$ cat src/sv/spq_pkg.sv
package spq_pkg;

  // Default capacity of the queue.
  localparam int DEPTH_DEF = 16;

  // Field widths.
  localparam int ID_W   = 32;
  localparam int PRIO_W = 16;
  localparam int TAG_W  = 32;
  localparam int OCC_W  = 5;
  localparam int MODE_W = 2;
  localparam int STAT_W = 2;

  // First id given out, and the value the counter wraps back to.
  localparam logic [ID_W-1:0] ID_FIRST = ID_W'(1);

  // Operation codes carried on the mode field.
  typedef enum logic [MODE_W-1:0] {
    OP_INSERT = 2'd0,
    OP_POP    = 2'd1,
    OP_REMOVE = 2'd2,
    OP_NONE   = 2'd3
  } op_t;

  // Result status codes.
  typedef enum logic [STAT_W-1:0] {
    ST_OK    = 2'd0,
    ST_EMPTY = 2'd1,
    ST_FULL  = 2'd2
  } status_t;

  // Controller states.
  typedef enum logic [1:0] {
    S_IDLE,
    S_CMP,
    S_APPLY
  } state_t;

  // Commands from the controller to the datapath.
  typedef struct packed {
    logic load;        // capture the request payload
    logic compare;     // evaluate the slot comparisons
    logic apply;       // register the result fields
    logic commit_ins;  // insert the captured entry
    logic commit_rem;  // unlink the first hit entry
    op_t  op;          // operation being compared
  } dp_cmd_t;

  // Status from the datapath to the controller.
  typedef struct packed {
    logic full;  // every slot is occupied
    logic hit;   // the compare found an entry to remove
  } dp_stat_t;

endpackage

$ cat src/sv/spq_ctrl.sv
module spq_ctrl (
  input  logic               clk,
  input  logic               rst_n,
  input  logic               start,
  input  logic [1:0]         in_mode,
  input  spq_pkg::dp_stat_t  stat,
  output logic               busy,
  output spq_pkg::dp_cmd_t   cmd,
  output logic               out_valid,
  output logic [1:0]         out_status
);

  spq_pkg::state_t  state_r, state_nxt;
  spq_pkg::op_t     op_r, op_nxt;
  spq_pkg::status_t status_r, status_nxt;
  logic             valid_r, valid_nxt;
  logic             accept;

  // A new request is taken in idle and also while the previous one commits.
  assign busy   = (state_r == spq_pkg::S_CMP);
  assign accept = start && !busy;

  // State, operation and result strobe registers.
  always_ff @(posedge clk) begin
    if (!rst_n) begin
      state_r <= spq_pkg::S_IDLE;
      op_r    <= spq_pkg::OP_NONE;
      valid_r <= 1'b0;
    end else begin
      state_r <= state_nxt;
      op_r    <= op_nxt;
      valid_r <= valid_nxt;
    end
  end

  // Result status needs no reset; it is qualified by the strobe.
  always_ff @(posedge clk) begin
    status_r <= status_nxt;
  end

  // Next state and datapath commands.
  always_comb begin
    state_nxt      = state_r;
    op_nxt         = op_r;
    status_nxt     = status_r;
    valid_nxt      = 1'b0;
    cmd            = '0;
    cmd.op         = op_r;
    cmd.load       = accept;
    if (accept) begin
      op_nxt = spq_pkg::op_t'(in_mode);
    end
    case (state_r)
      spq_pkg::S_IDLE: begin
        if (accept) begin
          state_nxt = spq_pkg::S_CMP;
        end
      end
      spq_pkg::S_CMP: begin
        cmd.compare = 1'b1;
        state_nxt   = spq_pkg::S_APPLY;
      end
      spq_pkg::S_APPLY: begin
        cmd.apply = 1'b1;
        valid_nxt = 1'b1;
        case (op_r)
          spq_pkg::OP_INSERT: begin
            cmd.commit_ins = !stat.full;
            status_nxt     = stat.full ? spq_pkg::ST_FULL : spq_pkg::ST_OK;
          end
          spq_pkg::OP_POP, spq_pkg::OP_REMOVE: begin
            cmd.commit_rem = stat.hit;
            status_nxt     = stat.hit ? spq_pkg::ST_OK : spq_pkg::ST_EMPTY;
          end
          default: begin
            status_nxt = spq_pkg::ST_EMPTY;
          end
        endcase
        state_nxt = accept ? spq_pkg::S_CMP : spq_pkg::S_IDLE;
      end
      default: begin
        state_nxt = spq_pkg::S_IDLE;
      end
    endcase
  end

  assign out_valid  = valid_r;
  assign out_status = status_r;

  // The compare state always hands over to the commit state.
  a_cmp_to_apply: assert property (@(posedge clk) disable iff (!rst_n)
    busy |=> (state_r == spq_pkg::S_APPLY))
    else $error("compare state not followed by commit");

  // A transfer of a request always leads into the compare state.
  a_accept_busy: assert property (@(posedge clk) disable iff (!rst_n)
    accept |=> busy)
    else $error("accepted request did not start compare");

  // The result strobe is never high in consecutive cycles.
  a_strobe_gap: assert property (@(posedge clk) disable iff (!rst_n)
    out_valid |=> !out_valid)
    else $error("result strobe in consecutive cycles");

endmodule

$ cat src/sv/spq_datapath.sv
module spq_datapath #(
  parameter int DEPTH = spq_pkg::DEPTH_DEF
) (
  input  logic                                clk,
  input  logic                                rst_n,
  input  spq_pkg::dp_cmd_t                    cmd,
  input  logic signed [spq_pkg::PRIO_W-1:0]   in_priority_req,
  input  logic [spq_pkg::TAG_W-1:0]           in_tag,
  input  logic [spq_pkg::ID_W-1:0]            in_target_id,
  output spq_pkg::dp_stat_t                   stat,
  output logic [spq_pkg::ID_W-1:0]            out_entry_id,
  output logic signed [spq_pkg::PRIO_W-1:0]   out_entry_priority,
  output logic [spq_pkg::TAG_W-1:0]           out_entry_tag,
  output logic [spq_pkg::OCC_W-1:0]           out_occupancy
);

  localparam int CW    = $clog2(DEPTH + 1);
  localparam int IdW   = spq_pkg::ID_W;
  localparam int PrioW = spq_pkg::PRIO_W;
  localparam int TagW  = spq_pkg::TAG_W;
  localparam int OccW  = spq_pkg::OCC_W;

  // Slot register array, head in slot 0.
  logic [IdW-1:0]          slot_id_r   [DEPTH];
  logic signed [PrioW-1:0] slot_prio_r [DEPTH];
  logic [TagW-1:0]         slot_tag_r  [DEPTH];
  logic [IdW-1:0]          slot_id_nxt   [DEPTH];
  logic signed [PrioW-1:0] slot_prio_nxt [DEPTH];
  logic [TagW-1:0]         slot_tag_nxt  [DEPTH];

  logic [CW-1:0]  count_r, count_nxt;
  logic [IdW-1:0] next_id_r, next_id_nxt;

  // Captured request payload.
  logic signed [PrioW-1:0] req_prio_r;
  logic [TagW-1:0]         req_tag_r;
  logic [IdW-1:0]          req_target_r;

  // Compare vectors: slots that stay ahead of a new entry, and removal hits.
  logic [DEPTH-1:0] ge_r, ge_nxt;
  logic [DEPTH-1:0] match_r, match_nxt;
  logic [DEPTH-1:0] first_hit;
  logic [DEPTH-1:0] at_or_after;

  logic [IdW-1:0]          sel_id;
  logic signed [PrioW-1:0] sel_prio;
  logic [TagW-1:0]         sel_tag;

  logic [IdW-1:0]          res_id_r;
  logic signed [PrioW-1:0] res_prio_r;
  logic [TagW-1:0]         res_tag_r;
  logic [OccW-1:0]         res_occ_r;

  assign stat.full = (count_r == CW'(DEPTH));
  assign stat.hit  = |match_r;

  // Per-slot comparisons against the captured request.
  always_comb begin
    for (int i = 0; i < DEPTH; i++) begin
      ge_nxt[i]    = (CW'(i) < count_r) && (slot_prio_r[i] >= req_prio_r);
      match_nxt[i] = 1'b0;
      case (cmd.op)
        spq_pkg::OP_POP:    match_nxt[i] = (i == 0) && (count_r != '0);
        spq_pkg::OP_REMOVE: match_nxt[i] = (CW'(i) < count_r) &&
                                           (slot_id_r[i] == req_target_r);
        default:            match_nxt[i] = 1'b0;
      endcase
    end
  end

  // First hit nearest the head, and the slots from there on that move up.
  always_comb begin
    logic seen;
    seen        = 1'b0;
    sel_id      = '0;
    sel_prio    = '0;
    sel_tag     = '0;
    for (int i = 0; i < DEPTH; i++) begin
      first_hit[i]   = match_r[i] && !seen;
      seen           = seen || match_r[i];
      at_or_after[i] = seen;
      if (first_hit[i]) begin
        sel_id   = sel_id   | slot_id_r[i];
        sel_prio = sel_prio | slot_prio_r[i];
        sel_tag  = sel_tag  | slot_tag_r[i];
      end
    end
  end

  // Next slot contents for an insert or a removal.
  always_comb begin
    for (int i = 0; i < DEPTH; i++) begin
      slot_id_nxt[i]   = slot_id_r[i];
      slot_prio_nxt[i] = slot_prio_r[i];
      slot_tag_nxt[i]  = slot_tag_r[i];
      if (cmd.commit_ins && !ge_r[i]) begin
        if (i == 0 || ge_r[(i == 0) ? 0 : i - 1]) begin
          slot_id_nxt[i]   = next_id_r;
          slot_prio_nxt[i] = req_prio_r;
          slot_tag_nxt[i]  = req_tag_r;
        end else begin
          slot_id_nxt[i]   = slot_id_r[(i == 0) ? 0 : i - 1];
          slot_prio_nxt[i] = slot_prio_r[(i == 0) ? 0 : i - 1];
          slot_tag_nxt[i]  = slot_tag_r[(i == 0) ? 0 : i - 1];
        end
      end else if (cmd.commit_rem && at_or_after[i] && (i + 1 < DEPTH)) begin
        slot_id_nxt[i]   = slot_id_r[(i + 1 < DEPTH) ? i + 1 : i];
        slot_prio_nxt[i] = slot_prio_r[(i + 1 < DEPTH) ? i + 1 : i];
        slot_tag_nxt[i]  = slot_tag_r[(i + 1 < DEPTH) ? i + 1 : i];
      end
    end
  end

  // Occupancy and id counter updates.
  always_comb begin
    count_nxt   = count_r;
    next_id_nxt = next_id_r;
    if (cmd.commit_ins) begin
      count_nxt   = count_r + CW'(1);
      next_id_nxt = (&next_id_r) ? spq_pkg::ID_FIRST : next_id_r + IdW'(1);
    end else if (cmd.commit_rem) begin
      count_nxt = count_r - CW'(1);
    end
  end

  // Control state.
  always_ff @(posedge clk) begin
    if (!rst_n) begin
      count_r   <= '0;
      next_id_r <= spq_pkg::ID_FIRST;
    end else begin
      count_r   <= count_nxt;
      next_id_r <= next_id_nxt;
    end
  end

  // Slot array, captured request, compare vectors and result fields.
  always_ff @(posedge clk) begin
    for (int i = 0; i < DEPTH; i++) begin
      slot_id_r[i]   <= slot_id_nxt[i];
      slot_prio_r[i] <= slot_prio_nxt[i];
      slot_tag_r[i]  <= slot_tag_nxt[i];
    end
    if (cmd.load) begin
      req_prio_r   <= in_priority_req;
      req_tag_r    <= in_tag;
      req_target_r <= in_target_id;
    end
    if (cmd.compare) begin
      ge_r    <= ge_nxt;
      match_r <= match_nxt;
    end
    if (cmd.apply) begin
      res_occ_r <= OccW'(count_nxt);
      if (cmd.commit_ins) begin
        res_id_r   <= next_id_r;
        res_prio_r <= req_prio_r;
        res_tag_r  <= req_tag_r;
      end else if (cmd.commit_rem) begin
        res_id_r   <= sel_id;
        res_prio_r <= sel_prio;
        res_tag_r  <= sel_tag;
      end else begin
        res_id_r   <= '0;
        res_prio_r <= '0;
        res_tag_r  <= '0;
      end
    end
  end

  assign out_entry_id       = res_id_r;
  assign out_entry_priority = res_prio_r;
  assign out_entry_tag      = res_tag_r;
  assign out_occupancy      = res_occ_r;

  // The queue never holds more entries than it has slots.
  a_count_bound: assert property (@(posedge clk) disable iff (!rst_n)
    count_r <= CW'(DEPTH))
    else $error("occupancy exceeds capacity");

  // A removal unlinks exactly one slot.
  a_one_hit: assert property (@(posedge clk) disable iff (!rst_n)
    cmd.commit_rem |-> ($onehot(first_hit) && count_r != '0))
    else $error("removal without a single hit");

  // An insert is never committed into a full queue.
  a_no_overfill: assert property (@(posedge clk) disable iff (!rst_n)
    cmd.commit_ins |-> !stat.full)
    else $error("insert committed while full");

endmodule

$ cat src/sv/sorted_priority_queue.sv
// Sorted priority queue: compare-and-shift register array, head in slot 0.
// A taken request goes through the compare state and the commit state; its result strobe is registered in commit.
// Each request uses a compare step followed by a shift step.
// busy is high only in the compare cycle; a new request is taken during the commit cycle.
// Each result is shown for one cycle with out_valid; the receiver cannot stall.
// Synchronous active-low reset empties the queue and sets the next id to 1.
module sorted_priority_queue #(
  parameter int DEPTH = spq_pkg::DEPTH_DEF
) (
  input  logic                                clk,
  input  logic                                rst_n,
  input  logic                                start,
  output logic                                busy,
  input  logic [spq_pkg::MODE_W-1:0]          in_mode,
  input  logic signed [spq_pkg::PRIO_W-1:0]   in_priority_req,
  input  logic [spq_pkg::TAG_W-1:0]           in_tag,
  input  logic [spq_pkg::ID_W-1:0]            in_target_id,
  output logic                                out_valid,
  output logic [spq_pkg::STAT_W-1:0]          out_status,
  output logic [spq_pkg::ID_W-1:0]            out_entry_id,
  output logic signed [spq_pkg::PRIO_W-1:0]   out_entry_priority,
  output logic [spq_pkg::TAG_W-1:0]           out_entry_tag,
  output logic [spq_pkg::OCC_W-1:0]           out_occupancy
);

  spq_pkg::dp_cmd_t  cmd;
  spq_pkg::dp_stat_t stat;

  // Sequencing of compare and commit.
  spq_ctrl u_ctrl (
    .clk        (clk),
    .rst_n      (rst_n),
    .start      (start),
    .in_mode    (in_mode),
    .stat       (stat),
    .busy       (busy),
    .cmd        (cmd),
    .out_valid  (out_valid),
    .out_status (out_status)
  );

  // Slot array and result fields.
  spq_datapath #(
    .DEPTH (DEPTH)
  ) u_datapath (
    .clk                (clk),
    .rst_n              (rst_n),
    .cmd                (cmd),
    .in_priority_req    (in_priority_req),
    .in_tag             (in_tag),
    .in_target_id       (in_target_id),
    .stat               (stat),
    .out_entry_id       (out_entry_id),
    .out_entry_priority (out_entry_priority),
    .out_entry_tag      (out_entry_tag),
    .out_occupancy      (out_occupancy)
  );

endmodule
$ cat config.mk
export PLATFORM = sky130hd
export DESIGN_NAME = sorted_priority_queue
export DESIGN_NICKNAME = d
export VERILOG_FILES = /design/src/sv/spq_pkg.sv /design/src/sv/spq_ctrl.sv /design/src/sv/spq_datapath.sv /design/src/sv/sorted_priority_queue.sv
export SDC_FILE = /design/constraint.sdc
export NUM_CORES = 2
export LEC_CHECK = 0
export BUFFER_PORTS_ARGS = -buffer_cell sky130_fd_sc_hd__buf_2
export CELL_PAD_IN_SITES_DETAIL_PLACEMENT = 1
export CELL_PAD_IN_SITES_GLOBAL_PLACEMENT = 2
export CORE_ASPECT_RATIO = 0.75
export CORE_MARGIN = 3
export CORE_UTILIZATION = 46
export DETAILED_ROUTE_END_ITERATION = 6
export PLACE_DENSITY = 0.95
export SYNTH_ARGS = -nofsm -noshare
export SYNTH_HDL_FRONTEND = slang
export SYNTH_HIERARCHICAL = 1
export SYNTH_SLANG_ARGS = --single-unit
$ cat constraint.sdc
create_clock -name clk -period 11.95 [get_ports clk]
set_input_delay 1.195 -clock clk [delete_from_list [all_inputs] [get_ports clk]]
set_output_delay 1.195 -clock clk [all_outputs]
set_load 0.02 [all_outputs]
==> out/summary.txt <==
Status: finished with violations
Failing checks: DRC, capacitance limit, slew limit
Complex-gate fraction of the synthesized area: 13.8%
DRC: 1
CP Capture Type: flop
Critical Path Stages: 6
Setup Crit Path Kind: flop to flop
Post-route setup TNS: 0 ns
Post-CTS Setup Repair Bufs: 0
PnR worst setup slack: 6.10 ns
Die width: 527 um
Post-DR vias/cell: 6.92
HP Class: flop to flop
Worst R2R End: u_datapath/slot_id_r[0][34]
Max_slew headroom: -4.87%
Global-route wire length before repair: 571000 um
Pleak: 38.6 nW
Gr usage total: 36.9%
Clock skew: 0.0778 ns
Number of global-route vias before repair: 79700
Synth unique cells: 76
Die Area: 0.209 sq mm
Post-synth EDFFs: 1479
Proportion of synthesized chip area in sequential cells: 48.3%
Combinational family with the most area after synthesis: multiplexers
Layout Cell Area excl Fill: 0.102 sq mm
Worst R2R Path Depth: 6
Max-slew violation count: 5
Tightest Pin Transition: 1.57 ns
XOR/XNOR Fraction of Synth Area: 5.07%
Reg2Reg Setup Slack: 6.10 ns
Detailed Place HPWL: 263000 um
Layout cells sized above 1: 9.07%
Initial antenna violation count: 24
Area Overhead vs Synth: 8.55%
Min-Delay Endpoint: u_ctrl/state_r[0]
Tcrit/Tclk final: 49.0%
Synth Instances: 9104
Cts hold-fix bufs: 0
Place WS: 6.38 ns
Gr ovfl total: 0
CP startpoint: u_ctrl/state_r[0]
Startpoint types: flop
Predominant post-synthesis flop cell: edfxtp_1
Min Tclk post-route: 5.85 ns
CTS max path bufs: 4
Post-Syn Nets: 9453
Crit path largest cell delay: 1.00 ns
Avg Synthesized Cell Area: 10.3 sq um
Root buf cell: clkbuf_16
Max Clk Rate: 171 MHz
Asr flop ratio synth: 0%
Largest net degree at the start of global routing: 167
Vias: 80200
Crit path DAT: 6.26 ns
Maxcap violations: 1
Post-DP Area: 0.0963 sq mm
Post-synthesis cell area: 0.0936 sq mm
Final #Nets: 9128
FP Rows: 142
Port bufs: 173
Number of clock sinks: 1521
GP Congestion: 0.998
Finish-stage setup viols: 0
Multi-input gate area: 0.0451 sq mm
Final core occ: 50.6%
Most frequent CP cell: buf_4
CP max-delay cell: and2b_4
CTS H-tree lvls: 4
Antenna Nets Post-Route: 0
Fillers: 21700
Post-Synth Simple-Gate Area: 11.6%
Crit path cell chain: and2b_4 -> and3b_4 -> buf_4 -> nand2b_4 -> nand2_4 -> buf_4
Worst hold slack: 0.440 ns
RSZ-0062 raised after global routing: false
CP required: 12.36 ns
CTS tree: yes
Worst Path Max Fanout: 82
CTS buffer count: 176
Worst Hold Depth: 1
Storage cell area: 0.0453 sq mm
Worst vdd ir: 136 uV
Die Ht: 397 um
Worst-Skew Late Latency: 0.86 ns
R2r startpoint: u_ctrl/state_r[0]
Mux contribution to synthesized area: 13.9%
Buf+Inv Stages, Crit Path: 2
Final Hold Fails: 0
Hold Crit Start: u_ctrl/state_r[0]
1st-pass router iterations: 7
Yosys reg bits: 1521
Crit path max-delay family: simple AND/OR/NAND/NOR gates
Number of DRC markers in iteration 0: 12600
Cell Pwr Density: 122 mW/mm^2
Initial Util: 46.6%
Clock-pin transition on the worst setup and hold timing paths: 0.06 ns
Post_cts resized: 0
IO Count: 174
YS warnings: 6
Routed WL: 401000 um
CORE AREA: 0.201 sq mm
WL/cell: 34.6 um
Adder-Cell Fraction of Synth Area: 3.53%
-- how the worst max path moves through the flow --
| stage | end |
|---|---|
| after floorplan | u_datapath/slot_id_r[1][32] |
| after global placement | u_datapath/slot_id_r[0][56] |
| after detailed placement | u_datapath/slot_id_r[0][50] |
| after CTS | u_datapath/slot_id_r[0][34] |
| after global routing | u_datapath/out_entry_tag[3] |
| final | u_datapath/slot_id_r[0][34] |
-- stage by stage --
stage / power, mW / std cells
after detailed placement: 7.19 / 11300
after CTS: 12.4 / 11600
after global placement: 7.14 / 11300
after floorplan: 6.74 / 9104
after global routing: 12.7 / 11600
final: 12.4 / 11600
-- sequential cells by signal (all words and copies together) (netlist names), 2 cells and up --
name and cells:
u_datapath/out_occupancy 5, u_ctrl/out_status 2, u_datapath/ge_r 16, u_datapath/out_entry_tag 32, u_datapath/req_tag_r 32, u_ctrl/op_r 2
u_datapath/out_entry_id 32, u_datapath/slot_tag_r 512, u_datapath/req_target_r 32, u_datapath/slot_prio_r 256, u_datapath/count_r 5, u_datapath/next_id_r 32
u_ctrl/state_r 2, u_datapath/slot_id_r 512, u_datapath/out_entry_priority 16, u_datapath/match_r 16, u_datapath/req_prio_r 16
-- logic make-up after synthesis --
logic type      after synthesis
compound gates             2169
xor+xnor                    542
fa+ha+maj                   264
buf+inv                     916
flops                      1521
mux                        1280
simple gates               2412
-- cell usage after synthesis, types with 10 or more instances --
library cell / count / area, sq um
a211o_1: 21 / 184
a211oi_1: 63 / 473
a21o_1: 35 / 263
a21oi_1: 275 / 1380
a221oi_1: 83 / 727
a222oi_1: 77 / 771
a22o_1: 35 / 307
a22oi_1: 79 / 593
a2bb2oi_1: 17 / 149
a31oi_1: 33 / 206
and2_1: 13 / 81.3
and3_1: 20 / 125
and4_1: 14 / 123
and4b_1: 10 / 100
buf_1: 104 / 390
buf_2: 19 / 95.1
clkbuf_1: 721 / 2710
dfxtp_1: 42 / 841
edfxtp_1: 1479 / 44400
ha_1: 264 / 3300
inv_1: 56 / 210
mux2_2: 158 / 1780
mux2i_1: 1122 / 11200
nand2_1: 1680 / 6310
nand2b_1: 32 / 200
nand3_1: 108 / 541
nand3b_1: 149 / 1120
nand4_1: 130 / 813
nor2_1: 93 / 349
nor2b_1: 27 / 169
nor3_1: 29 / 145
nor4_1: 72 / 450
o211ai_1: 52 / 390
o211ai_2: 10 / 125
o21a_1: 20 / 150
o21ai_0: 1275 / 6380
o2bb2ai_1: 47 / 412
o31ai_1: 13 / 97.6
xnor2_1: 308 / 2700
xor2_1: 234 / 2050
-- layout by cell type (no fill, tap or decap), drive strengths merged, types with 17 or more instances in the layout --
cell and n:
nand2 1680, edfxtp 1479, o21ai 1275, mux2i 1122, buf 357, xnor2 308, a21oi 275, ha 264
xor2 234, clkbuf 230, mux2 158, nand3b 149, nand4 130, nand3 109, nor2 93, a221oi 83
a22oi 79, a222oi 77, nor4 74, a211oi 63, clkinv 63, o211ai 62, inv 61, o2bb2ai 47
dfxtp 42, a22o 35, a21o 35, a31oi 33, nand2b 32, nor3 30, nor2b 29, diode 22
a211o 21, o21a 20, and3 20, a2bb2oi 17
-- worst reg2reg max path: stages, from the launching register on --
cell	delay, ns
dfxtp_1	0.32
and2b_4	1.00
and3b_4	0.60
buf_4	0.89
nand2b_4	0.87
nand2_4	0.75
buf_4	0.80
-- power breakdown --
group / internal (mW) / switching [mW]
clock: 2.90 / 2.35
combinational: 0.357 / 0.728
sequential: 5.90 / 0.145
total: 9.16 / 3.22
-- routing by layer --
metal	global-route usage, %	vias up	wire length [um]
li1	-	32900	-
met1	51.8	40400	161000
met2	51.2	5990	161000
met3	14.0	921	61700
met4	14.4	30	16900
met5	0.713	-	581
-- area by class of cell --
| class | count | share of cell area, % |
|---|---|---|
| antenna | 22 | 0.0542 |
| clock buffer | 230 | 4.69 |
| clock inverter | 76 | 0.478 |
| inverter | 56 | 0.207 |
| multi-input combinational | 6667 | 44.4 |
| sequential | 1521 | 44.5 |
| tap | 2664 | 3.28 |
| timing repair buffer | 357 | 2.35 |
Note: power is estimated with default switching activity, not from simulation.
